--- src/assert_macros.svh ---
// ----------------------------------------------------------------------------
// Assertion macros
// Shared concurrent assertion macros for the complex matrix unit.
// ----------------------------------------------------------------------------
`ifndef ASSERT_MACROS_SVH
`define ASSERT_MACROS_SVH

// Property checked at every clock edge outside reset.
`define CMA_ASSERT(name, clk, rst_n, prop, msg) \
  name: assert property (@(posedge clk) disable iff (!rst_n) (prop)) else $error(msg);

// Implication: when pre holds, post holds in the cycle after.
`define CMA_ASSERT_NEXT(name, clk, rst_n, pre, post, msg) \
  name: assert property (@(posedge clk) disable iff (!rst_n) (pre) |=> (post)) else $error(msg);

`endif

--- src/cma_pkg.sv ---
// ----------------------------------------------------------------------------
// cma_pkg
// Types, codes and small helper functions of the complex matrix unit.
// ----------------------------------------------------------------------------
`timescale 1ns / 1ps

package cma_pkg;

  localparam int unsigned FIELD_W   = 32;
  localparam int unsigned ELEMS     = 9;
  localparam int unsigned ADDR_W    = 4;

  localparam logic [ADDR_W-1:0] ELEM_LAST       = 4'd8;
  localparam logic [3:0]        STEP_LAST_MUL   = 4'd11;
  localparam logic [3:0]        STEP_LAST_ELEM  = 4'd3;
  localparam logic [3:0]        STEP_LAST_TRACE = 4'd5;

  typedef enum logic [2:0] {
    FUNC_MUL   = 3'd0,
    FUNC_ADD   = 3'd1,
    FUNC_SUB   = 3'd2,
    FUNC_SCALE = 3'd3,
    FUNC_TRACE = 3'd4
  } func_e;

  typedef enum logic [2:0] {
    SRC_ARBR = 3'd0,
    SRC_AIBI = 3'd1,
    SRC_ARBI = 3'd2,
    SRC_AIBR = 3'd3,
    SRC_AR   = 3'd4,
    SRC_AI   = 3'd5,
    SRC_BR   = 3'd6,
    SRC_BI   = 3'd7
  } src_e;

  typedef enum logic [1:0] {
    ST_LOAD  = 2'd0,
    ST_WAIT  = 2'd1,
    ST_ISSUE = 2'd2
  } state_e;

  typedef struct packed {
    logic       vld;
    src_e       src;
    logic       neg;
    logic       first;
    logic       fin;
    logic       shift;
    logic [1:0] row;
    logic [1:0] col;
    logic       last;
  } mop_t;

  function automatic logic [3:0] elem_pos(logic [ADDR_W-1:0] k);
    logic [3:0] rc;
    case (k)
      4'd0:    rc = {2'd0, 2'd0};
      4'd1:    rc = {2'd0, 2'd1};
      4'd2:    rc = {2'd0, 2'd2};
      4'd3:    rc = {2'd1, 2'd0};
      4'd4:    rc = {2'd1, 2'd1};
      4'd5:    rc = {2'd1, 2'd2};
      4'd6:    rc = {2'd2, 2'd0};
      4'd7:    rc = {2'd2, 2'd1};
      4'd8:    rc = {2'd2, 2'd2};
      default: rc = {2'd0, 2'd0};
    endcase
    return rc;
  endfunction

endpackage

--- src/complex_matrix_arith_3x3.sv ---
// ----------------------------------------------------------------------------
// complex_matrix_arith_3x3
// A 3x3 complex matrix unit in signed fixed point (Q16.16 by default). Nine
// input items load the A and B element pairs in row-major order, one item
// per cycle. The func of the ninth item selects multiply, add, subtract,
// scale of B by the first A element, or trace of A, and the unit then
// returns nine row-major results (one for trace), the final one marked by
// last. All work runs through one shared signed multiplier and complex
// accumulator fed from two small element RAMs. Each result of the matrix
// product takes twelve multiplier passes. Input items are not accepted
// while an operation runs; a reserved func drops the loaded matrices
// without a result.
// ----------------------------------------------------------------------------
`timescale 1ns / 1ps

module complex_matrix_arith_3x3 import cma_pkg::*; #(
  parameter int unsigned DATA_WIDTH = 32,
  parameter int unsigned FRAC_BITS  = 16
) (
  input  logic                      clk_i,
  input  logic                      rst_ni,
  input  logic                      in_valid_i,
  output logic                      in_ready_o,
  input  logic [2:0]                func_i,
  input  logic signed [FIELD_W-1:0] a_re_i,
  input  logic signed [FIELD_W-1:0] a_im_i,
  input  logic signed [FIELD_W-1:0] b_re_i,
  input  logic signed [FIELD_W-1:0] b_im_i,
  output logic                      out_valid_o,
  input  logic                      out_ready_i,
  output logic [1:0]                row_o,
  output logic [1:0]                col_o,
  output logic signed [FIELD_W-1:0] out_re_o,
  output logic signed [FIELD_W-1:0] out_im_o,
  output logic                      saturated_o,
  output logic                      last_o
);

  logic                    wr_en, busy;
  logic [ADDR_W-1:0]       wr_addr, a_raddr, b_raddr;
  logic [2*DATA_WIDTH-1:0] a_wdata, b_wdata, a_rdata, b_rdata;
  mop_t                    mop;

  assign a_wdata = {a_im_i[DATA_WIDTH-1:0], a_re_i[DATA_WIDTH-1:0]};
  assign b_wdata = {b_im_i[DATA_WIDTH-1:0], b_re_i[DATA_WIDTH-1:0]};

  cma_seq u_seq (
    .clk_i      (clk_i),
    .rst_ni     (rst_ni),
    .in_valid_i (in_valid_i),
    .func_i     (func_i),
    .busy_i     (busy),
    .in_ready_o (in_ready_o),
    .wr_en_o    (wr_en),
    .wr_addr_o  (wr_addr),
    .a_raddr_o  (a_raddr),
    .b_raddr_o  (b_raddr),
    .mop_o      (mop)
  );

  cma_ram #(
    .WIDTH (2 * DATA_WIDTH),
    .DEPTH (ELEMS)
  ) u_a_ram (
    .clk_i   (clk_i),
    .we_i    (wr_en),
    .waddr_i (wr_addr),
    .wdata_i (a_wdata),
    .raddr_i (a_raddr),
    .rdata_o (a_rdata)
  );

  cma_ram #(
    .WIDTH (2 * DATA_WIDTH),
    .DEPTH (ELEMS)
  ) u_b_ram (
    .clk_i   (clk_i),
    .we_i    (wr_en),
    .waddr_i (wr_addr),
    .wdata_i (b_wdata),
    .raddr_i (b_raddr),
    .rdata_o (b_rdata)
  );

  cma_dp #(
    .DATA_WIDTH (DATA_WIDTH),
    .FRAC_BITS  (FRAC_BITS)
  ) u_dp (
    .clk_i       (clk_i),
    .rst_ni      (rst_ni),
    .mop_i       (mop),
    .a_rdata_i   (a_rdata),
    .b_rdata_i   (b_rdata),
    .out_ready_i (out_ready_i),
    .busy_o      (busy),
    .out_valid_o (out_valid_o),
    .row_o       (row_o),
    .col_o       (col_o),
    .out_re_o    (out_re_o),
    .out_im_o    (out_im_o),
    .saturated_o (saturated_o),
    .last_o      (last_o)
  );

endmodule

--- src/cma_ram.sv ---
// ----------------------------------------------------------------------------
// cma_ram
// Generic single-write, single-read RAM with registered read data.
// ----------------------------------------------------------------------------
`timescale 1ns / 1ps

module cma_ram #(
  parameter int unsigned WIDTH = 64,
  parameter int unsigned DEPTH = 9
) (
  input  logic                     clk_i,
  input  logic                     we_i,
  input  logic [$clog2(DEPTH)-1:0] waddr_i,
  input  logic [WIDTH-1:0]         wdata_i,
  input  logic [$clog2(DEPTH)-1:0] raddr_i,
  output logic [WIDTH-1:0]         rdata_o
);

  logic [WIDTH-1:0] mem_q [DEPTH];
  logic [WIDTH-1:0] rdata_q;

  always_ff @(posedge clk_i) begin
    if (we_i) begin
      mem_q[waddr_i] <= wdata_i;
    end
    rdata_q <= mem_q[raddr_i];
  end

  assign rdata_o = rdata_q;

endmodule

--- src/cma_seq.sv ---
// ----------------------------------------------------------------------------
// cma_seq
// Sequencer: counts loaded elements and issues the micro-operations of each
// result to the shared datapath.
// ----------------------------------------------------------------------------
`timescale 1ns / 1ps
`include "assert_macros.svh"

module cma_seq import cma_pkg::*; (
  input  logic              clk_i,
  input  logic              rst_ni,
  input  logic              in_valid_i,
  input  logic [2:0]        func_i,
  input  logic              busy_i,
  output logic              in_ready_o,
  output logic              wr_en_o,
  output logic [ADDR_W-1:0] wr_addr_o,
  output logic [ADDR_W-1:0] a_raddr_o,
  output logic [ADDR_W-1:0] b_raddr_o,
  output mop_t              mop_o
);

  state_e            state_q, state_d;
  func_e             func_q, func_d;
  logic [ADDR_W-1:0] cnt_q, cnt_d;
  logic [ADDR_W-1:0] res_q, res_d;
  logic [3:0]        step_q, step_d;

  logic [1:0]        row, col, j, p;
  logic [3:0]        step_last;

  always_ff @(posedge clk_i or negedge rst_ni) begin
    if (!rst_ni) begin
      state_q <= ST_LOAD;
      func_q  <= FUNC_MUL;
      cnt_q   <= '0;
      res_q   <= '0;
      step_q  <= '0;
    end else begin
      state_q <= state_d;
      func_q  <= func_d;
      cnt_q   <= cnt_d;
      res_q   <= res_d;
      step_q  <= step_d;
    end
  end

  assign {row, col} = elem_pos(res_q);
  assign j = step_q[3:2];
  assign p = step_q[1:0];

  always_comb begin
    state_d    = state_q;
    func_d     = func_q;
    cnt_d      = cnt_q;
    res_d      = res_q;
    step_d     = step_q;
    in_ready_o = 1'b0;
    wr_en_o    = 1'b0;
    wr_addr_o  = cnt_q;
    a_raddr_o  = res_q;
    b_raddr_o  = res_q;
    step_last  = STEP_LAST_ELEM;
    mop_o      = '0;
    mop_o.src  = src_e'({1'b0, p});
    mop_o.row  = row;
    mop_o.col  = col;

    case (func_q)
      FUNC_MUL: begin
        a_raddr_o   = ADDR_W'({row, 1'b0}) + ADDR_W'(row) + ADDR_W'(j);
        b_raddr_o   = ADDR_W'({j, 1'b0}) + ADDR_W'(j) + ADDR_W'(col);
        mop_o.neg   = (p == 2'd1);
        mop_o.shift = 1'b1;
        step_last   = STEP_LAST_MUL;
      end
      FUNC_SCALE: begin
        a_raddr_o   = '0;
        mop_o.neg   = (p == 2'd1);
        mop_o.shift = 1'b1;
      end
      FUNC_ADD, FUNC_SUB: begin
        mop_o.src = src_e'({1'b1, p});
        mop_o.neg = (func_q == FUNC_SUB) && p[1];
      end
      FUNC_TRACE: begin
        a_raddr_o = ADDR_W'({step_q[2:1], 2'b00});
        mop_o.src = step_q[0] ? SRC_AI : SRC_AR;
        step_last = STEP_LAST_TRACE;
      end
      default: begin
        step_last = '0;
      end
    endcase

    mop_o.first = (step_q == '0);
    mop_o.fin   = (step_q == step_last);
    mop_o.last  = (func_q == FUNC_TRACE) || (res_q == ELEM_LAST);

    case (state_q)
      ST_LOAD: begin
        in_ready_o = 1'b1;
        wr_en_o    = in_valid_i;
        if (in_valid_i) begin
          if (cnt_q == ELEM_LAST) begin
            cnt_d  = '0;
            res_d  = '0;
            func_d = func_e'(func_i);
            if (func_i inside {FUNC_MUL, FUNC_ADD, FUNC_SUB, FUNC_SCALE, FUNC_TRACE}) begin
              state_d = ST_WAIT;
            end
          end else begin
            cnt_d = cnt_q + 1'b1;
          end
        end
      end
      ST_WAIT: begin
        if (!busy_i) begin
          state_d = ST_ISSUE;
          step_d  = '0;
        end
      end
      ST_ISSUE: begin
        mop_o.vld = 1'b1;
        step_d    = step_q + 1'b1;
        if (mop_o.fin) begin
          if (mop_o.last) begin
            state_d = ST_LOAD;
          end else begin
            state_d = ST_WAIT;
            res_d   = res_q + 1'b1;
          end
        end
      end
      default: begin
        state_d = ST_LOAD;
      end
    endcase
  end

  `CMA_ASSERT(a_cnt_range, clk_i, rst_ni, cnt_q <= ELEM_LAST, "element counter out of range")
  `CMA_ASSERT(a_res_range, clk_i, rst_ni, res_q <= ELEM_LAST, "result index out of range")
  `CMA_ASSERT_NEXT(a_done_ready, clk_i, rst_ni, mop_o.vld && mop_o.fin && mop_o.last,
                   in_ready_o, "not ready after the final result was issued")

endmodule

--- src/cma_dp.sv ---
// ----------------------------------------------------------------------------
// cma_dp
// Shared datapath: one signed multiplier, a complex accumulator, the
// fixed-point shift with saturation and the output register.
// ----------------------------------------------------------------------------
`timescale 1ns / 1ps
`include "assert_macros.svh"

module cma_dp import cma_pkg::*; #(
  parameter int unsigned DATA_WIDTH = 32,
  parameter int unsigned FRAC_BITS  = 16
) (
  input  logic                      clk_i,
  input  logic                      rst_ni,
  input  mop_t                      mop_i,
  input  logic [2*DATA_WIDTH-1:0]   a_rdata_i,
  input  logic [2*DATA_WIDTH-1:0]   b_rdata_i,
  input  logic                      out_ready_i,
  output logic                      busy_o,
  output logic                      out_valid_o,
  output logic [1:0]                row_o,
  output logic [1:0]                col_o,
  output logic signed [FIELD_W-1:0] out_re_o,
  output logic signed [FIELD_W-1:0] out_im_o,
  output logic                      saturated_o,
  output logic                      last_o
);

  localparam int unsigned DW    = DATA_WIDTH;
  localparam int unsigned PW    = 2 * DATA_WIDTH;
  localparam int unsigned ACC_W = 2 * DATA_WIDTH + 4;
  localparam logic signed [DW-1:0] MAX_V = {1'b0, {(DW-1){1'b1}}};
  localparam logic signed [DW-1:0] MIN_V = {1'b1, {(DW-1){1'b0}}};

  function automatic logic [DW:0] sat_fn(logic signed [ACC_W-1:0] v, logic sh);
    logic signed [ACC_W-1:0] s;
    logic [ACC_W-DW:0]       top;
    s   = sh ? (v >>> FRAC_BITS) : v;
    top = s[ACC_W-1:DW-1];
    if ((&top) || !(|top)) begin
      return {1'b0, s[DW-1:0]};
    end else if (s[ACC_W-1]) begin
      return {1'b1, MIN_V};
    end else begin
      return {1'b1, MAX_V};
    end
  endfunction

  mop_t mop1_q, mop2_q, mop3_q;

  logic signed [DW-1:0]    ar, ai, br, bi;
  logic signed [DW-1:0]    mx, my, opnd;
  logic signed [PW-1:0]    prod;
  logic                    is_prod;
  logic signed [PW-1:0]    term_q, term_d;

  logic signed [ACC_W-1:0] acc_re_q, acc_re_d, acc_im_q, acc_im_d, t_ext;
  logic                    dest_im;

  logic [DW:0]             sat_re, sat_im;
  logic                    out_valid_q, out_valid_d;
  logic [1:0]              row_q, col_q;
  logic signed [FIELD_W-1:0] out_re_q, out_im_q;
  logic                    sat_q, last_q;

  assign ar = a_rdata_i[DW-1:0];
  assign ai = a_rdata_i[PW-1:DW];
  assign br = b_rdata_i[DW-1:0];
  assign bi = b_rdata_i[PW-1:DW];

  always_comb begin
    mx      = ar;
    my      = br;
    opnd    = ar;
    is_prod = 1'b1;
    case (mop1_q.src)
      SRC_ARBR: begin mx = ar; my = br; end
      SRC_AIBI: begin mx = ai; my = bi; end
      SRC_ARBI: begin mx = ar; my = bi; end
      SRC_AIBR: begin mx = ai; my = br; end
      SRC_AR:   begin opnd = ar; is_prod = 1'b0; end
      SRC_AI:   begin opnd = ai; is_prod = 1'b0; end
      SRC_BR:   begin opnd = br; is_prod = 1'b0; end
      SRC_BI:   begin opnd = bi; is_prod = 1'b0; end
      default:  begin is_prod = 1'b1; end
    endcase
    prod   = mx * my;
    term_d = is_prod ? prod : PW'(opnd);
  end

  always_comb begin
    dest_im  = mop2_q.src inside {SRC_ARBI, SRC_AIBR, SRC_AI, SRC_BI};
    t_ext    = ACC_W'(term_q);
    if (mop2_q.neg) begin
      t_ext = -t_ext;
    end
    acc_re_d = acc_re_q;
    acc_im_d = acc_im_q;
    if (mop2_q.vld) begin
      acc_re_d = (mop2_q.first ? '0 : acc_re_q) + (dest_im ? '0 : t_ext);
      acc_im_d = (mop2_q.first ? '0 : acc_im_q) + (dest_im ? t_ext : '0);
    end
  end

  assign sat_re = sat_fn(acc_re_q, mop3_q.shift);
  assign sat_im = sat_fn(acc_im_q, mop3_q.shift);

  always_comb begin
    out_valid_d = out_valid_q;
    if (mop3_q.vld && mop3_q.fin) begin
      out_valid_d = 1'b1;
    end else if (out_ready_i) begin
      out_valid_d = 1'b0;
    end
  end

  always_ff @(posedge clk_i or negedge rst_ni) begin
    if (!rst_ni) begin
      mop1_q      <= '0;
      mop2_q      <= '0;
      mop3_q      <= '0;
      out_valid_q <= 1'b0;
    end else begin
      mop1_q      <= mop_i;
      mop2_q      <= mop1_q;
      mop3_q      <= mop2_q;
      out_valid_q <= out_valid_d;
    end
  end

  always_ff @(posedge clk_i) begin
    term_q   <= term_d;
    acc_re_q <= acc_re_d;
    acc_im_q <= acc_im_d;
    if (mop3_q.vld && mop3_q.fin) begin
      row_q    <= mop3_q.row;
      col_q    <= mop3_q.col;
      last_q   <= mop3_q.last;
      sat_q    <= sat_re[DW] | sat_im[DW];
      out_re_q <= FIELD_W'($signed(sat_re[DW-1:0]));
      out_im_q <= FIELD_W'($signed(sat_im[DW-1:0]));
    end
  end

  assign busy_o      = mop1_q.vld | mop2_q.vld | mop3_q.vld | out_valid_q;
  assign out_valid_o = out_valid_q;
  assign row_o       = row_q;
  assign col_o       = col_q;
  assign out_re_o    = out_re_q;
  assign out_im_o    = out_im_q;
  assign saturated_o = sat_q;
  assign last_o      = last_q;

  `CMA_ASSERT(a_slot_free, clk_i, rst_ni, !(mop3_q.vld && mop3_q.fin && out_valid_q),
              "result finished while the output register was full")
  `CMA_ASSERT(a_no_issue_held, clk_i, rst_ni, !(out_valid_q && mop1_q.vld),
              "operation issued while a result was waiting")

endmodule

--- config.mk ---
export PLATFORM = sky130hd
export DESIGN_NAME = complex_matrix_arith_3x3
export DESIGN_NICKNAME = d
export VERILOG_FILES = /design/src/cma_pkg.sv /design/src/complex_matrix_arith_3x3.sv /design/src/cma_ram.sv /design/src/cma_seq.sv /design/src/cma_dp.sv
export VERILOG_INCLUDE_DIRS = /design/src /design/src/src
export SDC_FILE = /design/constraint.sdc
export NUM_CORES = 2
export LEC_CHECK = 0
export BUFFER_PORTS_ARGS = -buffer_cell sky130_fd_sc_hd__buf_2
export CORE_AREA = 2 2 444 446
export CTS_BUF_LIST = sky130_fd_sc_hd__clkbuf_16
export CTS_CLUSTER_DIAMETER = 30
export DETAILED_ROUTE_END_ITERATION = 8
export DIE_AREA = 0 0 446 448
export PLACE_DENSITY_LB_ADDON = 0.1
export SLEW_MARGIN = 0
export SYNTH_ARGS = -nofsm -noshare
export SYNTH_HDL_FRONTEND = slang
export SYNTH_SLANG_ARGS = --single-unit
--- constraint.sdc ---
create_clock -name clk_i -period 32.5 [get_ports clk_i]
set_input_delay 4.875 -clock clk_i [delete_from_list [all_inputs] [get_ports clk_i]]
set_output_delay 4.875 -clock clk_i [all_outputs]
set_load 0.02 [all_outputs]
==> key figures <==
Status
  • Run status: finished, final reports clean

Global routing
  • First-pass GRT wire length: 483 mm
  • Initial antenna violation count: 64
  • GRT Residual Overflow: 0
  • Number of global-route vias before repair: 73714
  • GRT Total Usage: 0.332
  • Largest net degree at the start of global routing: 189

Cells and area
  • NumNets Final: 10870
  • Non-Filler Cell Area, Final: 120000 um^2
  • Register cell area after layout: 45900 um^2
  • Layout Cells excl Fill: 12119
  • Share of layout cells above drive strength 1: 0.122
  • Multi-input logic area: 54100 um^2
  • Layout filler cell count: 15402
  • P&R area growth vs syn: 14.1%

Detailed routing
  • Drt via density: 5.96
  • Iteration-0 DRC Markers: 7060
  • WL/cell: 27.1 um
  • Final wirelength: 329 mm
  • Drt drc: 0
  • Vias: 72243
  • Drt first pass iters: 7
  • ANT nets after route: 0

Clock tree
  • Clk sinks: 1602
  • Clk_lat worst skew: 0.96 ns
  • Clock buffer depth: 4
  • CTS tree: built
  • CTS clk-pin slew, worst paths: 0.05 ns
  • CTS resizes: 0
  • Hold buffer count at cts: 0
  • Setup bufs post-CTS: 0
  • H-tree Lvls: 5
  • Total CTS buffers: 328
  • Clock Tree Root: clkbuf_16

Synth
  • Number of flops mapped to enable cells by yosys: 1358
  • Top-count cell post-synth: edfxtp_1
  • Post-synth top cells: 1358 x edfxtp_1, 1218 x nand2_1, 1088 x fa_1
  • Mapped Nets: 10672
  • Synth area leaders: edfxtp_1 39%, fa_1 21%, nand2_1 4.4%
  • Mean Syn Cell Area: 11.5 um^2
  • Syn Inst Count: 9113
  • Area share of the largest cell type after synthesis: 0.388
  • Post-synthesis cell area: 105000 um^2
  • Synthesis Warnings: 0
  • Count of different cell masters after synthesis: 75
  • Register area share after synthesis: 0.437
  • Cell taking the most area after synthesis: edfxtp_1
  • Fraction of registers with async set or reset after synthesis: 0.0325
  • Top FF cell, synth: edfxtp_1
  • Seq cells post-synth: 1602

Floorplan
  • Die area: 200000 um^2
  • Die X: 446 um
  • # IOs: 207
  • Core area: 195000 um^2
  • Initial Util: 0.540
  • Rows: 162
  • Die Ht: 448 um

STA
  • Period utilization: 0.341
  • Slew @ Worst Pin: 1.34 ns
  • Final min period: 11.10 ns
  • Clock skew: 0.115 ns
  • Setup Viol. Count Final: 0
  • Slew Limit Headroom: 0.106
  • RSZ-0062 raised after global routing: no
  • Setup TNS: 0 ns
  • Max-slew violation count: 0
  • Fmax: 90.1 MHz
  • Min Hold Slack: 0.345 ns
  • Hold Fails Final Rpt: 0

Critical path
  • Cell mode on critical path: fa_1
  • CP required: 33.23 ns
  • CP bufs+invs: 4
  • Critical path startpoint category: register
  • Setup CP Type: reg2reg
  • Max FO, Critical Path: 45
  • Critical path's slowest cell: mux2i_4
  • Max incr delay on CP: 1.05 ns
  • Setup crit end kind: register
  • WP data arrival: 11.83 ns
  • Top Family by Delay on Critical Path: adder cells

Place
  • Placed insts: 11523
  • Gpl congestion: 1.02
  • I/O Buffers: 206
  • Area after DPL: 109000 um^2
  • DP HPWL: 225 mm

Run
  • Maxcap violations: 0

Hold path
  • Hold Path Class: reg2reg
## area by class of cell
cell class                 instances  share of cell area
clock inverter                   243              0.0187
inverter                        1005              0.0315
tap                             2542              0.0266
clock buffer                     337              0.0704
antenna                           16            0.000334
sequential                      1602               0.384
timing repair buffer             333              0.0173
multi-input combinational       6041               0.452
## state kept, by name, summed over array words and instances, names as in the netlist, 32 cells and up
register,cells
u_dp.term_q,64
u_dp.acc_im_q,68
u_dp.acc_re_q,68
u_dp.out_re_o,32
u_dp.out_im_o,32
u_b_ram.rdata_o,64
u_a_ram.mem_q,576
u_b_ram.mem_q,576
u_a_ram.rdata_o,64
## through the flow
step / utilization / setup slack (ns)
final: 0.616 / 21.40
after global placement: 0.560 / 21.58
after CTS: 0.615 / 21.40
after floorplan: - / 15.53
after detailed placement: 0.560 / 21.40
after global routing: 0.615 / 20.79
## kinds of logic after synthesis
group	count (synthesis)	synth area share
AND/OR/NAND/NOR	2825	0.116
multiplexers	387	0.0553
flip-flops	1602	0.437
buffers and inverters	1470	0.0526
adder cells (fa/ha/maj)	1424	0.247
AO/OA/AOI/OAI	1138	0.0685
XOR/XNOR	267	0.0224
## metal layers
metal	vias to the layer above	track usage	wire (um)
li1	31278	-	-
met1	36517	0.434	128000
met2	3440	0.502	147000
met3	944	0.0966	33100
met4	64	0.179	20900
met5	-	0	407
## final timing paths
| check | cells after the start | slack [ns] | to | start |
|---|---|---|---|---|
| setup / recovery | 25 | 21.40 | u_dp.term_q[58] | u_dp.mop1_q[9] |
| hold / removal | 0 | 0.34 | u_dp.mop2_q[7] | u_dp.mop1_q[7] |
| setup reg to reg | 25 | 21.40 | u_dp.term_q[58] | u_dp.mop1_q[9] |
| hold reg to reg | 0 | 0.34 | u_dp.mop2_q[7] | u_dp.mop1_q[7] |
| max in group asynchronous | 2 | 27.81 | u_dp.mop3_q[5] | rst_ni |
| min in group asynchronous | 2 | 4.15 | u_dp.mop2_q[1] | rst_ni |
## cell usage in the layout (no fill, tap or decap), drive strengths merged, types with 77 or more instances in the layout
| master | instances |
|---|---|
| xnor2 | 134 |
| mux2i | 165 |
| nand2 | 1218 |
| xor2 | 133 |
| a21oi | 325 |
| buf | 333 |
| inv | 1065 |
| a31oi | 95 |
| fa | 1088 |
| clkbuf | 337 |
| o21ai | 252 |
| ha | 336 |
| nor2b | 193 |
| dfxtp | 192 |
| nand3 | 178 |
| edfxtp | 1358 |
| a21o | 137 |
| and3 | 77 |
| nor2 | 889 |
| clkinv | 119 |
| mux4 | 147 |
Power is not shown: default switching activity piles up to over one toggle a cycle in this logic, so the estimate is an artifact.
